--- config.mk ---
export PLATFORM = sky130hd
export DESIGN_NAME = keyboard_scan_code_decoder_core
export DESIGN_NICKNAME = d
export VERILOG_FILES = /design/src/kscd_pkg.sv /design/src/keyboard_scan_code_decoder_core.sv
export VERILOG_INCLUDE_DIRS = /design/src /design/src/src
export SDC_FILE = /design/constraint.sdc
export NUM_CORES = 1
export LEC_CHECK = 0
export BUFFER_PORTS_ARGS = -buffer_cell sky130_fd_sc_hd__buf_2
export CAP_MARGIN = 20
export CORE_ASPECT_RATIO = 1.1
export CORE_MARGIN = 5
export CORE_UTILIZATION = 45
export DETAILED_ROUTE_END_ITERATION = 12
export GPL_TIMING_DRIVEN = 0
export PLACE_DENSITY = 0.69
export SYNTH_ARGS = -nofsm -noshare
export SYNTH_HDL_FRONTEND = slang
export SYNTH_SLANG_ARGS = --single-unit
--- constraint.sdc ---
create_clock -name i_clk -period 4.65 [get_ports i_clk]
set_input_delay 0.93 -clock i_clk [delete_from_list [all_inputs] [get_ports i_clk]]
set_output_delay 0.93 -clock i_clk [all_outputs]
set_load 0.005 [all_outputs]
--- src/assert_macros.svh ---
// Assertion macros for the RTL decoder core.
`ifndef ASSERT_MACROS_SVH
`define ASSERT_MACROS_SVH

`ifndef ASSERT_OFF

// Same-cycle implication.
`define ASSERT_IMPL(lbl, clk, rst_n, ante, cons, msg) \
    lbl: assert property (@(posedge clk) disable iff (!(rst_n)) (ante) |-> (cons)) \
        else $error(msg);

// Next-cycle implication.
`define ASSERT_NEXT(lbl, clk, rst_n, ante, cons, msg) \
    lbl: assert property (@(posedge clk) disable iff (!(rst_n)) (ante) |=> (cons)) \
        else $error(msg);

`else

`define ASSERT_IMPL(lbl, clk, rst_n, ante, cons, msg)
`define ASSERT_NEXT(lbl, clk, rst_n, ante, cons, msg)

`endif

`endif

--- src/kscd_pkg.sv ---
// Types, codes and translation tables of the scan code decoder.
package kscd_pkg;

    localparam int unsigned TABLE_SIZE = 59;

    localparam int unsigned CODE_W   = 8;
    localparam int unsigned ACTION_W = 4;
    localparam int unsigned CHAR_W   = 7;
    localparam int unsigned TERM_W   = 2;
    localparam int unsigned ATTR_W   = 8;
    localparam int unsigned IDX_W    = 6;
    localparam int unsigned RES_W    = ACTION_W + CHAR_W + TERM_W + ATTR_W;
    localparam int unsigned M_DATA_W = 24;
    localparam int unsigned S_DATA_W = 8;

    typedef enum logic [ACTION_W-1:0] {
        ACT_NONE      = 4'd0,
        ACT_CHAR      = 4'd1,
        ACT_ENTER     = 4'd2,
        ACT_BACKSPACE = 4'd3,
        ACT_TAB       = 4'd4,
        ACT_TERM      = 4'd5,
        ACT_PREV      = 4'd6,
        ACT_NEXT      = 4'd7,
        ACT_CLEAR     = 4'd8,
        ACT_COLOUR    = 4'd9,
        ACT_CLASSIC   = 4'd10
    } t_action;

    typedef struct packed {
        logic [ATTR_W-1:0] attribute;
        logic [TERM_W-1:0] terminal;
        logic [CHAR_W-1:0] character;
        t_action           action;
    } t_result;

    // Scan codes
    localparam logic [CODE_W-1:0] SC_LSHIFT     = 8'h2A;
    localparam logic [CODE_W-1:0] SC_RSHIFT     = 8'h36;
    localparam logic [CODE_W-1:0] SC_LSHIFT_REL = 8'hAA;
    localparam logic [CODE_W-1:0] SC_RSHIFT_REL = 8'hB6;
    localparam logic [CODE_W-1:0] SC_CAPS       = 8'h3A;
    localparam logic [CODE_W-1:0] SC_CAPS_REL   = 8'hBA;
    localparam logic [CODE_W-1:0] SC_CTRL       = 8'h1D;
    localparam logic [CODE_W-1:0] SC_CTRL_REL   = 8'h9D;
    localparam logic [CODE_W-1:0] SC_ALT        = 8'h38;
    localparam logic [CODE_W-1:0] SC_ALT_REL    = 8'hB8;
    localparam logic [CODE_W-1:0] SC_F1         = 8'h3B;
    localparam logic [CODE_W-1:0] SC_F3         = 8'h3D;
    localparam logic [CODE_W-1:0] SC_UP         = 8'h48;
    localparam logic [CODE_W-1:0] SC_DOWN       = 8'h50;

    // ASCII
    localparam logic [CHAR_W-1:0] CH_NUL = 7'h00;
    localparam logic [CHAR_W-1:0] CH_BS  = 7'h08;
    localparam logic [CHAR_W-1:0] CH_TAB = 7'h09;
    localparam logic [CHAR_W-1:0] CH_LF  = 7'h0A;
    localparam logic [CHAR_W-1:0] CH_L   = 7'h6C;
    localparam logic [CHAR_W-1:0] CH_R   = 7'h72;
    localparam logic [CHAR_W-1:0] CH_G   = 7'h67;
    localparam logic [CHAR_W-1:0] CH_B   = 7'h62;
    localparam logic [CHAR_W-1:0] CH_W   = 7'h77;
    localparam logic [CHAR_W-1:0] CH_D   = 7'h64;
    localparam logic [CHAR_W-1:0] CH_Q   = 7'h71;
    localparam logic [CHAR_W-1:0] CH_UC_A = 7'h41;
    localparam logic [CHAR_W-1:0] CH_UC_Z = 7'h5A;
    localparam logic [CHAR_W-1:0] CASE_OFS = 7'h20;

    // Attributes
    localparam logic [ATTR_W-1:0] ATTR_RED     = 8'h4E;
    localparam logic [ATTR_W-1:0] ATTR_GREEN   = 8'h2E;
    localparam logic [ATTR_W-1:0] ATTR_BLUE    = 8'h1E;
    localparam logic [ATTR_W-1:0] ATTR_WHITE   = 8'hF1;
    localparam logic [ATTR_W-1:0] ATTR_DEFAULT = 8'h0F;
    localparam logic [ATTR_W-1:0] ATTR_CLASSIC = 8'h02;

    localparam logic [CHAR_W-1:0] LOWER_TAB [TABLE_SIZE] = '{
        7'h00, 7'h00, 7'h31, 7'h32, 7'h33, 7'h34, 7'h35, 7'h36, 7'h37, 7'h38,
        7'h39, 7'h30, 7'h2D, 7'h3D, 7'h08, 7'h09, 7'h71, 7'h77, 7'h65, 7'h72,
        7'h74, 7'h79, 7'h75, 7'h69, 7'h6F, 7'h70, 7'h5B, 7'h5D, 7'h0A, 7'h00,
        7'h61, 7'h73, 7'h64, 7'h66, 7'h67, 7'h68, 7'h6A, 7'h6B, 7'h6C, 7'h3B,
        7'h27, 7'h60, 7'h00, 7'h5C, 7'h7A, 7'h78, 7'h63, 7'h76, 7'h62, 7'h6E,
        7'h6D, 7'h2C, 7'h2E, 7'h2F, 7'h00, 7'h00, 7'h00, 7'h20, 7'h00
    };

    localparam logic [CHAR_W-1:0] UPPER_TAB [TABLE_SIZE] = '{
        7'h00, 7'h00, 7'h21, 7'h40, 7'h23, 7'h24, 7'h25, 7'h5E, 7'h26, 7'h2A,
        7'h28, 7'h29, 7'h5F, 7'h2B, 7'h08, 7'h09, 7'h51, 7'h57, 7'h45, 7'h52,
        7'h54, 7'h59, 7'h55, 7'h49, 7'h4F, 7'h50, 7'h7B, 7'h7D, 7'h0A, 7'h00,
        7'h41, 7'h53, 7'h44, 7'h46, 7'h47, 7'h48, 7'h4A, 7'h4B, 7'h4C, 7'h3A,
        7'h22, 7'h7E, 7'h00, 7'h7C, 7'h5A, 7'h58, 7'h43, 7'h56, 7'h42, 7'h4E,
        7'h4D, 7'h3C, 7'h3E, 7'h3F, 7'h00, 7'h00, 7'h00, 7'h20, 7'h00
    };

    function automatic logic is_letter(input logic [CODE_W-1:0] code);
        return (code >= 8'd16 && code <= 8'd25) || (code >= 8'd30 && code <= 8'd38) ||
               (code >= 8'd44 && code <= 8'd50);
    endfunction

endpackage

--- src/keyboard_scan_code_decoder_core.sv ---
// Set-1 scan code decoder: modifier tracking, table lookup and action output.
// The input register and then the result register lie between input accept and result valid.
// Throughput: one item per cycle unless stalled; lookup and modifier update are combinational.
// A stalled output holds the result; the input register still takes an item while it is free.
// Reset (synchronous, active low) clears valid flags and the shift, caps, ctrl and alt flags.
`include "assert_macros.svh"

module keyboard_scan_code_decoder_core (
    input  logic                            i_clk,
    input  logic                            i_rst_n,
    input  logic                            i_s_tvalid,
    output logic                            o_s_tready,
    input  logic [kscd_pkg::S_DATA_W-1:0]   i_s_tdata,  // [7:0] scan_code
    output logic                            o_m_tvalid,
    input  logic                            i_m_tready,
    // [3:0] action, [10:4] character, [12:11] terminal, [20:13] attribute, [23:21] zero
    output logic [kscd_pkg::M_DATA_W-1:0]   o_m_tdata
);
    import kscd_pkg::*;

    logic                  r_in_valid;
    logic [CODE_W-1:0]     r_code;
    logic                  r_out_valid;
    t_result               r_result;
    logic                  r_shift;
    logic                  r_caps;
    logic                  r_ctrl;
    logic                  r_alt;

    logic                  n_shift;
    logic                  n_caps;
    logic                  n_ctrl;
    logic                  n_alt;
    t_result               n_result;

    logic                  advance;
    logic [IDX_W-1:0]      idx;
    logic [CHAR_W-1:0]     lo_ch;
    logic [CHAR_W-1:0]     up_ch;
    logic                  use_upper;
    logic [CHAR_W-1:0]     ch;
    logic [CHAR_W-1:0]     lc;

    assign advance    = !r_out_valid || i_m_tready;
    assign o_s_tready = !r_in_valid || advance;

    assign idx   = r_code[IDX_W-1:0];
    assign lo_ch = (r_code < CODE_W'(TABLE_SIZE)) ? LOWER_TAB[idx] : CH_NUL;
    assign up_ch = (r_code < CODE_W'(TABLE_SIZE)) ? UPPER_TAB[idx] : CH_NUL;
    assign use_upper = is_letter(r_code) ? (r_shift ^ r_caps) : r_shift;
    assign ch = use_upper ? up_ch : lo_ch;
    assign lc = (ch >= CH_UC_A && ch <= CH_UC_Z) ? (ch + CASE_OFS) : ch;

    always_comb begin
        n_shift  = r_shift;
        n_caps   = r_caps;
        n_ctrl   = r_ctrl;
        n_alt    = r_alt;
        n_result = '0;
        n_result.action = ACT_NONE;
        priority if (r_code == SC_LSHIFT || r_code == SC_RSHIFT) begin
            n_shift = 1'b1;
        end else if (r_code == SC_LSHIFT_REL || r_code == SC_RSHIFT_REL) begin
            n_shift = 1'b0;
        end else if (r_code == SC_CAPS) begin
            n_caps = !r_caps;
        end else if (r_code == SC_CTRL) begin
            n_ctrl = 1'b1;
        end else if (r_code == SC_CTRL_REL) begin
            n_ctrl = 1'b0;
        end else if (r_code == SC_ALT) begin
            n_alt = 1'b1;
        end else if (r_code == SC_ALT_REL) begin
            n_alt = 1'b0;
        end else if (r_code == SC_CAPS_REL) begin
            n_result.action = ACT_NONE;
        end else if (r_alt && r_code >= SC_F1 && r_code <= SC_F3) begin
            n_result.action   = ACT_TERM;
            n_result.terminal = TERM_W'(r_code - SC_F1);
        end else if (r_code == SC_UP) begin
            n_result.action = ACT_PREV;
        end else if (r_code == SC_DOWN) begin
            n_result.action = ACT_NEXT;
        end else if (lo_ch == CH_NUL) begin
            n_result.action = ACT_NONE;
        end else if (ch == CH_LF) begin
            n_result.action = ACT_ENTER;
        end else if (ch == CH_BS) begin
            n_result.action = ACT_BACKSPACE;
        end else if (ch == CH_TAB) begin
            n_result.action = ACT_TAB;
        end else if (r_ctrl && lc == CH_L) begin
            n_result.action = ACT_CLEAR;
        end else if (r_ctrl && lc == CH_R) begin
            n_result.action    = ACT_COLOUR;
            n_result.attribute = ATTR_RED;
        end else if (r_ctrl && lc == CH_G) begin
            n_result.action    = ACT_COLOUR;
            n_result.attribute = ATTR_GREEN;
        end else if (r_ctrl && lc == CH_B) begin
            n_result.action    = ACT_COLOUR;
            n_result.attribute = ATTR_BLUE;
        end else if (r_ctrl && lc == CH_W) begin
            n_result.action    = ACT_COLOUR;
            n_result.attribute = ATTR_WHITE;
        end else if (r_ctrl && lc == CH_D) begin
            n_result.action    = ACT_COLOUR;
            n_result.attribute = ATTR_DEFAULT;
        end else if (r_ctrl && lc == CH_Q) begin
            n_result.action    = ACT_CLASSIC;
            n_result.attribute = ATTR_CLASSIC;
        end else begin
            n_result.action    = ACT_CHAR;
            n_result.character = ch;
        end
    end

    always_ff @(posedge i_clk) begin
        if (!i_rst_n) begin
            r_in_valid  <= 1'b0;
            r_out_valid <= 1'b0;
            r_shift     <= 1'b0;
            r_caps      <= 1'b0;
            r_ctrl      <= 1'b0;
            r_alt       <= 1'b0;
        end else begin
            if (o_s_tready) begin
                r_in_valid <= i_s_tvalid;
            end
            if (advance) begin
                r_out_valid <= r_in_valid;
            end
            if (advance && r_in_valid) begin
                r_shift <= n_shift;
                r_caps  <= n_caps;
                r_ctrl  <= n_ctrl;
                r_alt   <= n_alt;
            end
        end
    end

    always_ff @(posedge i_clk) begin
        if (o_s_tready && i_s_tvalid) begin
            r_code <= i_s_tdata;
        end
        if (advance && r_in_valid) begin
            r_result <= n_result;
        end
    end

    assign o_m_tvalid = r_out_valid;
    assign o_m_tdata  = {(M_DATA_W - RES_W)'(0), r_result};

    `ASSERT_IMPL(a_char_only_fields, i_clk, i_rst_n,
        r_out_valid && r_result.action == ACT_CHAR,
        r_result.terminal == '0 && r_result.attribute == '0,
        "char result carries terminal or attribute")
    `ASSERT_IMPL(a_non_char_no_char, i_clk, i_rst_n,
        r_out_valid && r_result.action != ACT_CHAR,
        r_result.character == '0,
        "non-char result carries a character")
    `ASSERT_IMPL(a_term_range, i_clk, i_rst_n,
        r_out_valid && r_result.action == ACT_TERM,
        r_result.terminal != 2'd3,
        "terminal index out of range")
    `ASSERT_NEXT(a_caps_toggle, i_clk, i_rst_n,
        advance && r_in_valid && r_code == SC_CAPS,
        r_caps != $past(r_caps),
        "caps lock did not toggle")
    `ASSERT_IMPL(a_stall_cause, i_clk, i_rst_n,
        !o_s_tready,
        r_in_valid && r_out_valid && !i_m_tready,
        "input stalled without a full pipeline")

endmodule
# --- After elaboration in Yosys (flattened, before gate mapping) ---
# Memory sizes are Yosys's and may differ from the RTL's.
# Cells that the tools add are included.
word_totals:
  elab_cells: 138
  output_inout_bits: 26
  regBits: 35
  mem_bits_ro: 896
  n_memories: 2
  inputBits: 12
mem_list:
  columns: ["memory", "words", "width", "rd", "rd_clocked_by_memory_dff", "wr", "line_no", "rtl"]
  rows:
  - ["(name not given)", 64, 7, 1, 0, 0, "keyboard_scan_code_decoder_core.sv:49", "assign up_ch = (r_code < CODE_W'(TABLE_SIZE)) ? UPPER_TAB[idx] : CH_NUL;"]
  - ["(name not given)", 64, 7, 1, 0, 0, "keyboard_scan_code_decoder_core.sv:48", "assign lo_ch = (r_code < CODE_W'(TABLE_SIZE)) ? LOWER_TAB[idx] : CH_NUL;"]
classes:
  reduce_logical: 41
  addsub: 2
  n_eq_ne: 22
  muxes: 35
  magnitude_cmp: 12
  n_bitwise: 8
ops:
  columns: ["cell", "count"]
  rows:
  - ["two-way mux 7 bit", 11]
  - ["== test 7 bit, second input constant", 7]
  - ["== test 8 bit, second input constant", 5]
  - ["== test 8 x 6 -> 1 bit, second input constant", 4]
  - ["two-way mux 4 bit", 8]
  - ["<= comparator 8 x 6 -> 1 bit, second input constant", 3]
  - ["OR reduction 22 bit", 1]
  - ["== test 7 x 4 -> 1 bit, second input constant", 3]
  - ["two-way mux 3 bit", 7]
  - ["OR reduction 19 bit", 1]
  - ["OR reduction 18 bit", 1]
  - ["OR reduction 9 bit", 2]
  - ["OR reduction 17 bit", 1]
  - ["== test 8 x 7 -> 1 bit, second input constant", 2]
  - ["greater-or-equal comparator 8 x 5 -> 1 bit, second input constant", 2]
  - ["greater-or-equal comparator 8 x 6 -> 1 bit, second input constant", 2]
  - ["OR reduction 16 bit", 1]
  - ["logical AND 1 bit", 15]
  - ["OR reduction 15 bit", 1]
  - ["greater-or-equal comparator 7 bit, second input constant", 2]
  - ["== test 8 x 5 -> 1 bit, second input constant", 1]
  - ["<= comparator 8 x 5 -> 1 bit, second input constant", 1]
  - ["less-than comparator 8 x 6 -> 1 bit, second input constant", 1]
  - ["two-way mux 8 bit", 1]
  - ["other kinds (17)", 37]

# --- Depth between registers and ports, before layout ---
# Gate-level depths: netlist (run 1).
logic_depth:
  ltp_word: 25
  ltp_mapped: 21
  depth_no_buf: 17

# --- Least setup slack after synthesis (run 1) ---
# OpenSTA, ideal clock, no wires.
synth_path:
  kind: "register to register"
  from: "reg r_code[1]"
  to: "reg r_result, in the netlist o_m_tdata[5] (data pin)"
  period_less_slack_ns: 4.446
  n_path_buf: 3
  setup_ns: 0.274
  arrival_time_ns: 4.172
  t_required_ns: 4.376
  path_stages_with_launch: 21
  setup_slack_ns: 0.204
  cell_sequence: "edfxtp_1 > clkbuf_1 > inv_1 > ha_1 > buf_2 > nor3b_1 > o2bb2ai_1 > o2111ai_1 > and3_1 > or2_1 > buf_2 > mux2_2 > inv_1 > ha_1 > inv_1 > a2111oi_4 > mux2i_1 > a211o_1 > a21o_1 > a21oi_1 > nor3_1"
synth_between:
  elab_chain_cells: 12
  word_cells_on_any_way: 65
  cone_classes: "add/sub: 1; order compare: 11; eq/ne: 22; mux: 9; bitwise: 1; reduce/logical: 19; memory: 2"
synth_lines:
  columns: ["element", "line_no", "rtl"]
  rows:
  - ["start, declared", "keyboard_scan_code_decoder_core.sv:22", "logic [CODE_W-1:0] r_code;"]
  - ["start signal, assigned", "keyboard_scan_code_decoder_core.sv:144", "r_code <= i_s_tdata;"]
  - ["NOT 6 -> 7 bit (implied by the code) (tied with other cells)", "keyboard_scan_code_decoder_core.sv:48, keyboard_scan_code_decoder_core.sv:49", null]
  - ["memory (64 x 7 bit) (tied with other cells)", null, null]
  - ["two-way mux 7 bit (implied by the code) (tied with other cells) (2 in a row)", "keyboard_scan_code_decoder_core.sv:48", null]
  - ["two-way mux 7 bit (tied with other cells)", "keyboard_scan_code_decoder_core.sv:48", null]
  - ["two-way mux 7 bit *", "keyboard_scan_code_decoder_core.sv:51", "assign ch = use_upper ? up_ch : lo_ch;"]
  - ["net ch[5]", "keyboard_scan_code_decoder_core.sv:41", "logic [CHAR_W-1:0] ch;"]
  - ["greater-or-equal comparator 7 bit / <= comparator 7 bit (equally long branches)", "keyboard_scan_code_decoder_core.sv:52", "assign lc = (ch >= CH_UC_A && ch <= CH_UC_Z) ? (ch + CASE_OFS) : ch;"]
  - ["logical AND 1 bit", "keyboard_scan_code_decoder_core.sv:52", null]
  - ["two-way mux 7 bit", "keyboard_scan_code_decoder_core.sv:52", null]
  - ["== test 7 bit (tied with other cells)", "keyboard_scan_code_decoder_core.sv:92", "end else if (r_ctrl && lc == CH_L) begin"]
  - ["logical AND 1 bit (tied with other cells)", "keyboard_scan_code_decoder_core.sv:92", null]
  - ["OR reduction 22 bit (no line) *", null, null]
  - ["end signal, assigned", "keyboard_scan_code_decoder_core.sv:147", "r_result <= n_result;"]
  - ["end, declared", "keyboard_scan_code_decoder_core.sv:24", "t_result r_result;"]
# The timed path passes the listed nets; every way through them passes the cells marked *. The select of a mux whose other input is x is not followed.
# A chain may end at the register's enable or synchronous reset.

# --- Worst setup path in the final report (run 1) ---
layout_path:
  from: "reg r_code[1]"
  to: "reg r_result, in the netlist o_m_tdata[19] (data pin)"
layout_between:
  elab_chain_cells: 15
  word_cells_on_any_way: 65
  cone_classes: "add/sub: 1; order compare: 11; eq/ne: 20; mux: 13; bitwise: 1; reduce/logical: 17; memory: 2"
layout_lines:
  columns: ["element", "line_no", "rtl"]
  rows:
  - ["NOT 6 -> 7 bit (implied by the code) (tied with other cells)", "keyboard_scan_code_decoder_core.sv:48, keyboard_scan_code_decoder_core.sv:49", null]
  - ["memory (64 x 7 bit) (tied with other cells)", null, null]
  - ["two-way mux 7 bit (implied by the code) (tied with other cells) (2 in a row)", "keyboard_scan_code_decoder_core.sv:48", null]
  - ["two-way mux 7 bit (tied with other cells)", "keyboard_scan_code_decoder_core.sv:48", null]
  - ["two-way mux 7 bit *", "keyboard_scan_code_decoder_core.sv:51", null]
  - ["net ch[5]", "keyboard_scan_code_decoder_core.sv:41", null]
  - ["greater-or-equal comparator 7 bit / <= comparator 7 bit (equally long branches)", "keyboard_scan_code_decoder_core.sv:52", null]
  - ["logical AND 1 bit", "keyboard_scan_code_decoder_core.sv:52", null]
  - ["two-way mux 7 bit", "keyboard_scan_code_decoder_core.sv:52", null]
  - ["== test 7 bit", "keyboard_scan_code_decoder_core.sv:103", "end else if (r_ctrl && lc == CH_W) begin"]
  - ["logical AND 1 bit", "keyboard_scan_code_decoder_core.sv:103", null]
  - ["two-way mux 8 bit", "keyboard_scan_code_decoder_core.sv:103", null]
  - ["two-way mux 7 bit", "keyboard_scan_code_decoder_core.sv:100", "end else if (r_ctrl && lc == CH_B) begin"]
  - ["two-way mux 7 bit", "keyboard_scan_code_decoder_core.sv:97", "end else if (r_ctrl && lc == CH_G) begin"]
  - ["two-way mux 7 bit", "keyboard_scan_code_decoder_core.sv:94", "end else if (r_ctrl && lc == CH_R) begin"]
# Marks and branches as above.

==> run metrics, run 1 <==
dpl cells=515; fin crit share=95.1%; WL final=10800 um; Pint=0.658 mW; critical path type=reg -> reg; Top FF cell, synth=edfxtp_1; sequential element share of the synthesized area=28.2%; HP Class=reg -> reg; outcome=finished, final reports clean; Yosys top cell area share=24.7%; number of cell rows=33; ranking of synthesized cells by area=edfxtp_1 25%, ha_1 6.2%, a21oi_1 3.7%; biggest area consumer among synthesized cells=edfxtp_1; synth warn=0; Cell Area, Synth=3410 um^2; post-route antenna net violation count=0; Die X=93.0 um; Compound-Gate Fraction of Synth Area=25.5%; Initial Utilization=45.9%; GPL Wtd Cong=1.02; #FFs+latches synth=34; initial antenna violation count=0; area of the die=9420 um^2; fill cell count=690; post-synthesis xor/xnor area fraction=1.03%; leak pwr=1.55 nW; switching fraction of total power=31.6%; area of the multi-input gates=2250 um^2; Hold Buf Count CTS=0; max-slew violation count=0; share of cells above drive strength 1=25.4%; Worst-path clk slew=0.09 ns; Slew HR=26.7%; synth cell count leaders=31 x nor2_1, 29 x nand2_1, 28 x edfxtp_1, 25 x a21oi_1, 17 x ha_1; Clock Power Share=36.1%; vias per cell=6.34; Worst EP arrival=4.56 ns; crit path time final=4.42 ns; # DRC=0; post-synthesis simple-gate area fraction=26.1%; CP Cell Sequence=buf_4, buf_4, ha_1, nor2b_1, o21a_1, o2111ai_1, a21oi_2, or2_1, clkbuf_4, mux2_4, inv_1, ha_2, inv_1, a2111oi_4, mux2i_1, a211o_1, a21o_1, and2_1, buf_6, nor4b_4; # port buffers=34; most common cell in the synthesized netlist=nor2_1; vias in the first global route=3276; crit start category=flop; maximum clock path buffer count=2; clk_skew=0.00975 ns; DR vias=3396; register share of total power=36.4%; Pre-antenna DRT Iters=5; Syn-to-layout area delta=17.7%; clk sinks=34; CTS Buf Count=5; max-cap violations=0; VDD IR max=0.148 mV; Mapped Cells=392; DR iter-0 viols=243; Post-DP HPWL=8050 um; H-tree depth=2; Combinational Power Share=27.5%; mux contribution to synthesized area=5.07%; largest family of logic cells by synthesized area=simple AND/OR/NAND/NOR gates; Synth Area in Adders=6.24%; root buffer selected by CTS=clkbuf_8; Fin Setup TNS=0 ns; cell family with most CP delay=compound AO/OA/AOI/OAI gates; die height=101 um; fin nets=477; ANT cells=0; final hold violation count=0; Final Non-Filler Cells=536; gr ovfl total=0; area taken by flip-flops and latches=961 um^2; Post-synth EDFFs=28; total track usage=23.4%; first-pass GRT wire length=17400 um; Pwr per Cell Area=240 nW/um^2; CP bufs+invs=6; share of flip-flops with an asynchronous set or reset=0%; number of setup violations in the final report=0; TritonCTS clock tree=done; Slowest cell on crit path=edfxtp_1; fmax=226 MHz; Worst-Skew Late Latency=0.30 ns; boundary pin count=38; WL per Instance=20.2 um; Setup crit end kind=flop; Psw=0.304 mW; post-synthesis average cell area=8.69 um^2; core area=7430 um^2; Worst EP required=4.78 ns; Worst Max-Slew Pin Slew=1.09 ns; Critical Path Max Stage Delay=0.45 ns; largest net degree at the start of global routing=21; count of cell types in the netlist=78; top fanout value on the critical path=12
-- power groups by stage --
| stage | Combinational [mW] | Clock (mW) | Sequential, mW |
|---|---|---|---|
| 5_1_grt | 0.286 | 0.364 | 0.352 |
| 3_3_place_gp | 0.241 | 0 | 0.360 |
| 6_report | 0.264 | 0.348 | 0.350 |
| 3_5_place_dp | 0.240 | 0 | 0.361 |
| 4_1_cts | 0.250 | 0.351 | 0.350 |
| 2_1_floorplan | 0.169 | 0 | 0.360 |
-- metrics by stage --
stage / cell area (um^2) / hold slack [ns] / setup WS (ns) / utilization [%] / power, mW
6_report: 4010 / 0.509 / 0.226 / 54.0 / 0.962
3_3_place_gp: 3690 / 0.488 / -0.933 / 49.7 / 0.601
3_5_place_dp: 3690 / 0.498 / -0.946 / 49.7 / 0.601
5_1_grt: 4010 / 0.535 / -0.0117 / 54.0 / 1.00
4_1_cts: 3910 / 0.514 / 0.00691 / 52.5 / 0.952
2_1_floorplan: 3420 / 0.472 / 0.204 / - / 0.529
-- cells in the final DEF, fill, tap and decap left out, types with 14 or more instances in the layout --
| cell | count |
|---|---|
| buf_2 | 42 |
| nor2_1 | 31 |
| nand2_1 | 29 |
| edfxtp_1 | 28 |
| a21oi_1 | 23 |
| buf_4 | 22 |
| o21ai_0 | 16 |
| nor2b_1 | 16 |
| nand3_1 | 15 |
| ha_1 | 15 |
| inv_1 | 14 |
| nand2b_1 | 14 |
-- sequential cells by signal, indices dropped and copies added (netlist names) --
name        cells
o_m_tdata      20
o_m_tvalid      1
r_alt           1
r_caps          1
r_code          8
r_ctrl          1
r_in_valid      1
r_shift         1
-- metal layers --
layer  vias up  share of wire, %  GRT usage [%]  wire, um
li1       1583                 -              -         -
met1      1600                40           28.0      4310
met2       169                48           40.4      5240
met3        44               6.3           3.27       680
met4         0               5.8           13.1       624
met5         -                 0              0         0
-- final cells by class --
cell class                 instances  area share [%]
inverter                          16            1.59
tap                               87            2.71
timing repair buffer              47            6.67
buffer                            30            5.58
clock inverter                     3            1.71
clock buffer                       5            1.71
multi-input combinational        314            56.1
sequential                        34            23.9
-- worst reg2reg max path: stages (launching register included) --
cell       delay, ns
edfxtp_1        0.45
buf_4           0.17
buf_4           0.17
ha_1            0.23
nor2b_1         0.13
o21a_1          0.16
o2111ai_1       0.32
a21oi_2         0.12
or2_1           0.24
clkbuf_4        0.18
mux2_4          0.33
inv_1           0.08
ha_2            0.21
inv_1           0.07
a2111oi_4       0.18
mux2i_1         0.13
a211o_1         0.29
a21o_1          0.22
and2_1          0.18
buf_6           0.14
nor4b_4         0.26
-- timing repair --
action                     CTS  global route
setup buffers                5             8
gates resized for setup     10            11
pin swaps                    0             7
setup endpoints to repair   17            16
-- logic make-up (layout without fill, tap and decap cells) --
family          Yosys count  in the layout
simple gates            162            162
compound gates          114            114
buf+inv                  46            101
flops                    34             34
fa+ha+maj                17             17
mux                      14             14
xor+xnor                  4              4
other cells               1              3
-- final timing paths --
path	start	end	slack [ns]	depth (start not counted)
min reg2reg	r_shift$_SDFFE_PN0P_	r_shift$_SDFFE_PN0P_	0.51	1
max reg2reg	r_code[1]$_DFFE_PP_	o_m_tdata[19]$_SDFFCE_PP0P_	0.23	20
max	r_code[1]$_DFFE_PP_	o_m_tdata[19]$_SDFFCE_PP0P_	0.23	20
min	r_shift$_SDFFE_PN0P_	r_shift$_SDFFE_PN0P_	0.51	1
(Power assumes the default switching activity.)
==> run 2, diff against run 1 <==
Settings changed: ABC_AREA from default to 1, PLACE_DENSITY 0.69 to 0.7.
==> run 2 against run 1 <==
Maximum frequency up 5.2%. Clock power down 1%. Cell count up 12%. Non-clock buffer count down 28. Register-to-register slack better by 0.22 ns. Area after synthesis down 8.5%. Via count down 2.1%. Synthesized cell count up 20%. Global-route usage down 2.0 points. Sequential share of layout area up 3.2 points. Critical path type unchanged. Largest cell class unchanged.
==> run metrics, run 2 <==
clk sinks=34; sequential element share of the synthesized area=30.8%; max-cap violations=0; Hold Path Depth=2; HP Class=reg -> reg; area of the multi-input gates=1870 um^2; TritonCTS clock tree=done; Final Non-Filler Cells=598; crit start category=flop; Initial Utilization=46.8%; Slew HR=46.4%; maximum clock path buffer count=2; Setup crit end kind=flop; CTS Buf Count=5; GPL Wtd Cong=1.00; area of the die=8700 um^2; ranking of synthesized cells by area=edfxtp_1 27%, nand2_1 17%, nand3_1 8.0%; final hold violation count=0; synth cell count leaders=138 x nand2_1, 58 x nor2_1, 50 x nand3_1, 48 x inv_1, 28 x edfxtp_1; Pre-antenna DRT Iters=5; H-tree depth=2; Post-DP HPWL=7260 um; most common cell after layout, fill and taps aside=nand2_1; post-CTS sizing=0; # port buffers=34; met2 Resource Use GR=35.3%; fill cell count=669; r2r worst-path depth=27; share of cells above drive strength 1=16.5%; register share of total power=37.5%; fmax=238 MHz; top fanout value on the critical path=8; die height=97.3 um; initial antenna violation count=0; share of flip-flops with an asynchronous set or reset=0%; crit path time final=4.20 ns; outcome=finished, final reports clean; Top FF cell, synth=edfxtp_1; Worst EP arrival=4.36 ns; Die X=89.4 um; Worst-path clk slew=0.08 ns; count of cell types in the netlist=36; Yosys top cell area share=27.0%; Worst EP required=4.81 ns; area taken by flip-flops and latches=961 um^2; post-route antenna net violation count=0; GR peak layer=met2; WHS Endpoint=r_alt$_SDFFE_PN0P_; post-synthesis average cell area=6.61 um^2; fin crit share=90.4%; biggest area consumer among synthesized cells=edfxtp_1; Combinational Power Share=26.2%; Pint=0.636 mW; Psw=0.311 mW; clk_skew=0.00980 ns; setup bufs post-CTS=0; critical path type=reg -> reg; max reg flops=20; core area=6670 um^2; total track usage=21.4%; Post-synth EDFFs=28; VDD IR max=0.178 mV; # DRC=0; worst r2r src=r_code[0]$_DFFE_PP_; largest net degree at the start of global routing=23; WL final=9280 um; placed instance area=3400 um^2; most common cell in the synthesized netlist=nand2_1; number of setup violations in the final report=0; worst r2r dst=o_m_tdata[10]$_SDFFCE_PP0P_; Mapped Cells=472; number of cell rows=31; ANT cells=0; gr ovfl total=0; root buffer selected by CTS=clkbuf_8; max-slew violation count=0; fin nets=544; vias per cell=5.56; #FFs+latches synth=34; Clock Power Share=36.3%; synth warn=0; R2R setup slack=0.45 ns; DR vias=3324; final instance area=3540 um^2; Hold Buf Count CTS=0; Fin Setup TNS=0 ns; boundary pin count=38; leak pwr=1.76 nW; vias in the first global route=2981; Syn-to-layout area delta=13.4%; dpl cells=590; Worst-Skew Late Latency=0.30 ns; RSZ-0062 raised after global routing=false; first-pass GRT wire length=14700 um; Worst Max-Slew Pin Slew=0.803 ns; met1 Resource Use GR=27.0%; hold_sp=r_alt$_SDFFE_PN0P_; Pwr per Cell Area=268 nW/um^2; DR iter-0 viols=243; Cell Area, Synth=3120 um^2; leading cell types in the layout, fill and taps excluded=138 x nand2_1, 58 x nor2_1, 50 x nand3_1; WL per Instance=15.5 um; switching fraction of total power=32.8%; worst hold margin=0.487 ns; met3 Track Usage GR=3.56%
## run 2: cell count changes after synthesis, moves of 7 or more
cell,change
nor2_1,+27
and2_1,-7
nor2b_1,-16
nand3_1,+35
mux2i_1,-9
and3_1,-7
nand2_2,+8
nand2b_1,-14
inv_1,+33
nand2_1,+109
## run 2: area by class of cell
cell class | count | area share [%]
Buffer | 15 | 2.51
Clock buffer | 5 | 1.95
Clock inverter | 3 | 1.95
Inverter | 55 | 5.84
Multi-Input combinational cell | 370 | 52.9
Sequential cell | 34 | 27.2
Tap cell | 82 | 2.90
Timing Repair Buffer | 34 | 4.81
## run 2: logic make-up after synthesis
| kind of cell | Yosys count | synth area share [%] |
|---|---|---|
| other | 1 | 0.120 |
| AO/OA/AOI/OAI | 57 | 10.4 |
| flip-flops | 34 | 30.8 |
| adder cells (fa/ha/maj) | 17 | 6.82 |
| XOR/XNOR | 2 | 0.562 |
| AND/OR/NAND/NOR | 291 | 41.8 |
| buffers and inverters | 70 | 9.47 |
## run 2: metal layers
metal,vias up,wire [um]
met2,172,4500
met4,0,374
met5,-,0
met3,38,767
met1,1481,3640
li1,1633,-
## run 2: worst max path at each step
stage	startpoint	to	slack [ns]	cells after the start
2_1_floorplan	r_code[1]$_DFFE_PP_	o_m_tdata[10]$_SDFFCE_PP0P_	1.36	27
3_3_place_gp	r_code[0]$_DFFE_PP_	o_m_tdata[10]$_SDFFCE_PP0P_	0.57	26
3_5_place_dp	r_code[0]$_DFFE_PP_	o_m_tdata[10]$_SDFFCE_PP0P_	0.53	24
4_1_cts	r_code[0]$_DFFE_PP_	o_m_tdata[10]$_SDFFCE_PP0P_	0.51	24
5_1_grt	r_code[1]$_DFFE_PP_	o_m_tdata[6]$_SDFFCE_PP0P_	0.05	26
6_report	r_code[0]$_DFFE_PP_	o_m_tdata[10]$_SDFFCE_PP0P_	0.45	27
## run 2: critical path: stages, from the launching register on
cell,delay (ns)
edfxtp_1,0.43
clkbuf_1,0.41
inv_1,0.25
ha_1,0.34
nor2_1,0.21
nand2_1,0.08
nand3_1,0.08
nand2_1,0.08
nand2_1,0.10
nand3_2,0.20
nand2_4,0.19
inv_2,0.05
nand2_1,0.05
nand2_1,0.12
ha_1,0.23
inv_1,0.07
nor2_1,0.04
nand3_1,0.06
nand2_1,0.05
nand2_1,0.08
nand2_1,0.06
nand2_1,0.07
nand2_2,0.11
nand3_1,0.16
nand2_1,0.11
nor2_2,0.13
nand3_2,0.17
nor2_1,0.13
## run 2: metrics by stage
step,setup slack [ns],util (%),power (mW)
global placement,0.570,51.0,0.606
global route,0.0502,53.0,0.988
finish,0.446,53.0,0.947
CTS,0.509,53.0,0.944
floorplan,1.36,-,0.536
detailed placement,0.534,51.0,0.606
## run 2: power groups by stage
stage | Combinational (mW) | Sequential, mW | Clock [mW]
2_1_floorplan | 0.173 | 0.363 | 0
3_3_place_gp | 0.244 | 0.362 | 0
3_5_place_dp | 0.243 | 0.363 | 0
4_1_cts | 0.244 | 0.356 | 0.345
5_1_grt | 0.274 | 0.357 | 0.357
6_report | 0.248 | 0.356 | 0.344
==> run 3, diff against run 2 <==
Settings changed: GPL_TIMING_DRIVEN 0 to default, PLACE_DENSITY 0.7 to 0.67.
Clock period 4.65 ns to 5.1 ns, I/O delays scaled along.
==> run 3 against run 2 <==
Sequential power down 7.6%. Sequential share of layout area is 0.94 points higher. Critical path depth decreased by 1. Largest power group unchanged. Highest routed layer unchanged. Largest cell class unchanged.
==> run metrics, run 3 (synthesis gave the netlist of run 2 again) <==
setup bufs post-CTS=0; worst hold margin=0.505 ns; Worst-Skew Late Latency=0.29 ns; largest net degree at the start of global routing=23; fmax=249 MHz; fin crit share=78.7%; crit path time final=4.01 ns; CTS Buf Count=5; switching fraction of total power=36.3%; die height=97.3 um; dpl cells=578; Worst EP required=5.25 ns; dpl ws=1.16 ns; fin nets=532; core area=6670 um^2; Worst EP arrival=4.16 ns; number of cell rows=31; DR iter-0 viols=266; boundary pin count=38; DR WL met2=4750 um; number of setup violations in the final report=0; total power=0.744 mW; max-slew violation count=0; Pre-antenna DRT Iters=5; leading cell types in the layout, fill and taps excluded=138 x nand2_1, 58 x nor2_1, 50 x nand3_1; clk sinks=34; DR vias=3288; register share of total power=44.2%; ANT cells=0; post-CTS sizing=0; max-cap violations=0; final hold violation count=0; VDD IR max=0.173 mV; Psw=0.270 mW; gr ovfl total=0; vias in the first global route=3135; # DRC=0; clk_skew=0.00311 ns; critical path type=reg -> reg; share of cells above drive strength 1=14.5%; leak pwr=1.68 nW; Setup crit end kind=flop; Pwr per Cell Area=218 nW/um^2; Post-Route M1 WL=3700 um; Hold Buf Count CTS=0; most common cell after layout, fill and taps aside=nand2_1; placed instance area=3330 um^2; Worst Max-Slew Pin Slew=1.06 ns; H-tree depth=2; outcome=finished, final reports clean; post-route antenna net violation count=0; Syn-to-layout area delta=9.59%; RSZ-0062 raised after global routing=false; top fanout value on the critical path=11; initial antenna violation count=0; WL per Instance=16.2 um; root buffer selected by CTS=clkbuf_8; Final Non-Filler Cells=586; top layer in use=met4; Pint=0.474 mW; first-pass GRT wire length=15400 um; Post-DP HPWL=7300 um; Fin Setup TNS=0 ns; Clock Power Share=26.3%; Slew HR=29.1%; vias per cell=5.61; Finished Core Util=51.2%; GPL Wtd Cong=1.04; total track usage=22.4%; Initial Utilization=46.8%; final instance area=3420 um^2; Combinational Power Share=29.4%; # port buffers=34; met3 WL=702 um; Die X=89.4 um; area of the die=8700 um^2; WL final=9490 um; crit start category=flop; TritonCTS clock tree=done; Worst-path clk slew=0.07 ns; max reg flops=20; HP Class=reg -> reg; worst setup margin=1.09 ns; maximum clock path buffer count=2
run 3: final cells by class:
type	instances	area (um^2)
Timing Repair Buffer	37	193
Sequential cell	34	961
Inverter	55	206
Fill cell	685	3250
Tap cell	82	103
Clock inverter	3	16.3
Multi-Input combinational cell	370	1870
Clock buffer	5	68.8
run 3: critical path: stages (launching register included):
cell	delay (ns)
edfxtp_1	0.63
inv_1	0.34
ha_1	0.40
nor2_1	0.16
nand2_1	0.07
nand3_1	0.08
nand2_1	0.05
nand2_1	0.09
nand3_2	0.22
nand2_4	0.20
inv_2	0.05
nand2_1	0.05
nand2_1	0.10
ha_1	0.22
inv_1	0.08
nor2_1	0.05
nand3_1	0.07
nand2_1	0.05
nand2_1	0.07
nand2_1	0.05
nand2_1	0.07
nand2_2	0.11
nand3_1	0.15
nand2_1	0.10
nor2_2	0.12
nand3_2	0.17
nor2_1	0.13
run 3: per-layer routing:
layer | GRT usage, % | vias to the layer above
met5 | 0 | -
met4 | 9.16 | 0
met3 | 3.56 | 32
met2 | 38.0 | 171
met1 | 27.5 | 1480
li1 | - | 1605
run 3: power by group through the flow:
stage,Sequential [mW],Clock [mW],Combinational [mW]
global placement,0.334,0,0.217
finish,0.329,0.196,0.219
CTS,0.329,0.203,0.215
detailed placement,0.335,0,0.214
global route,0.330,0.214,0.244
floorplan,0.331,0,0.158
run 3: final timing paths:
kind                                           from  slack (ns)                    endpoint  cells after the start
worst max-delay path            r_code[1]$_DFFE_PP_        1.09  o_m_tdata[9]$_SDFFCE_PP0P_                     26
worst min-delay path             r_alt$_SDFFE_PN0P_        0.50          r_alt$_SDFFE_PN0P_                      2
worst max register to register  r_code[1]$_DFFE_PP_        1.09  o_m_tdata[9]$_SDFFCE_PP0P_                     26
worst min register to register   r_alt$_SDFFE_PN0P_        0.50          r_alt$_SDFFE_PN0P_                      2
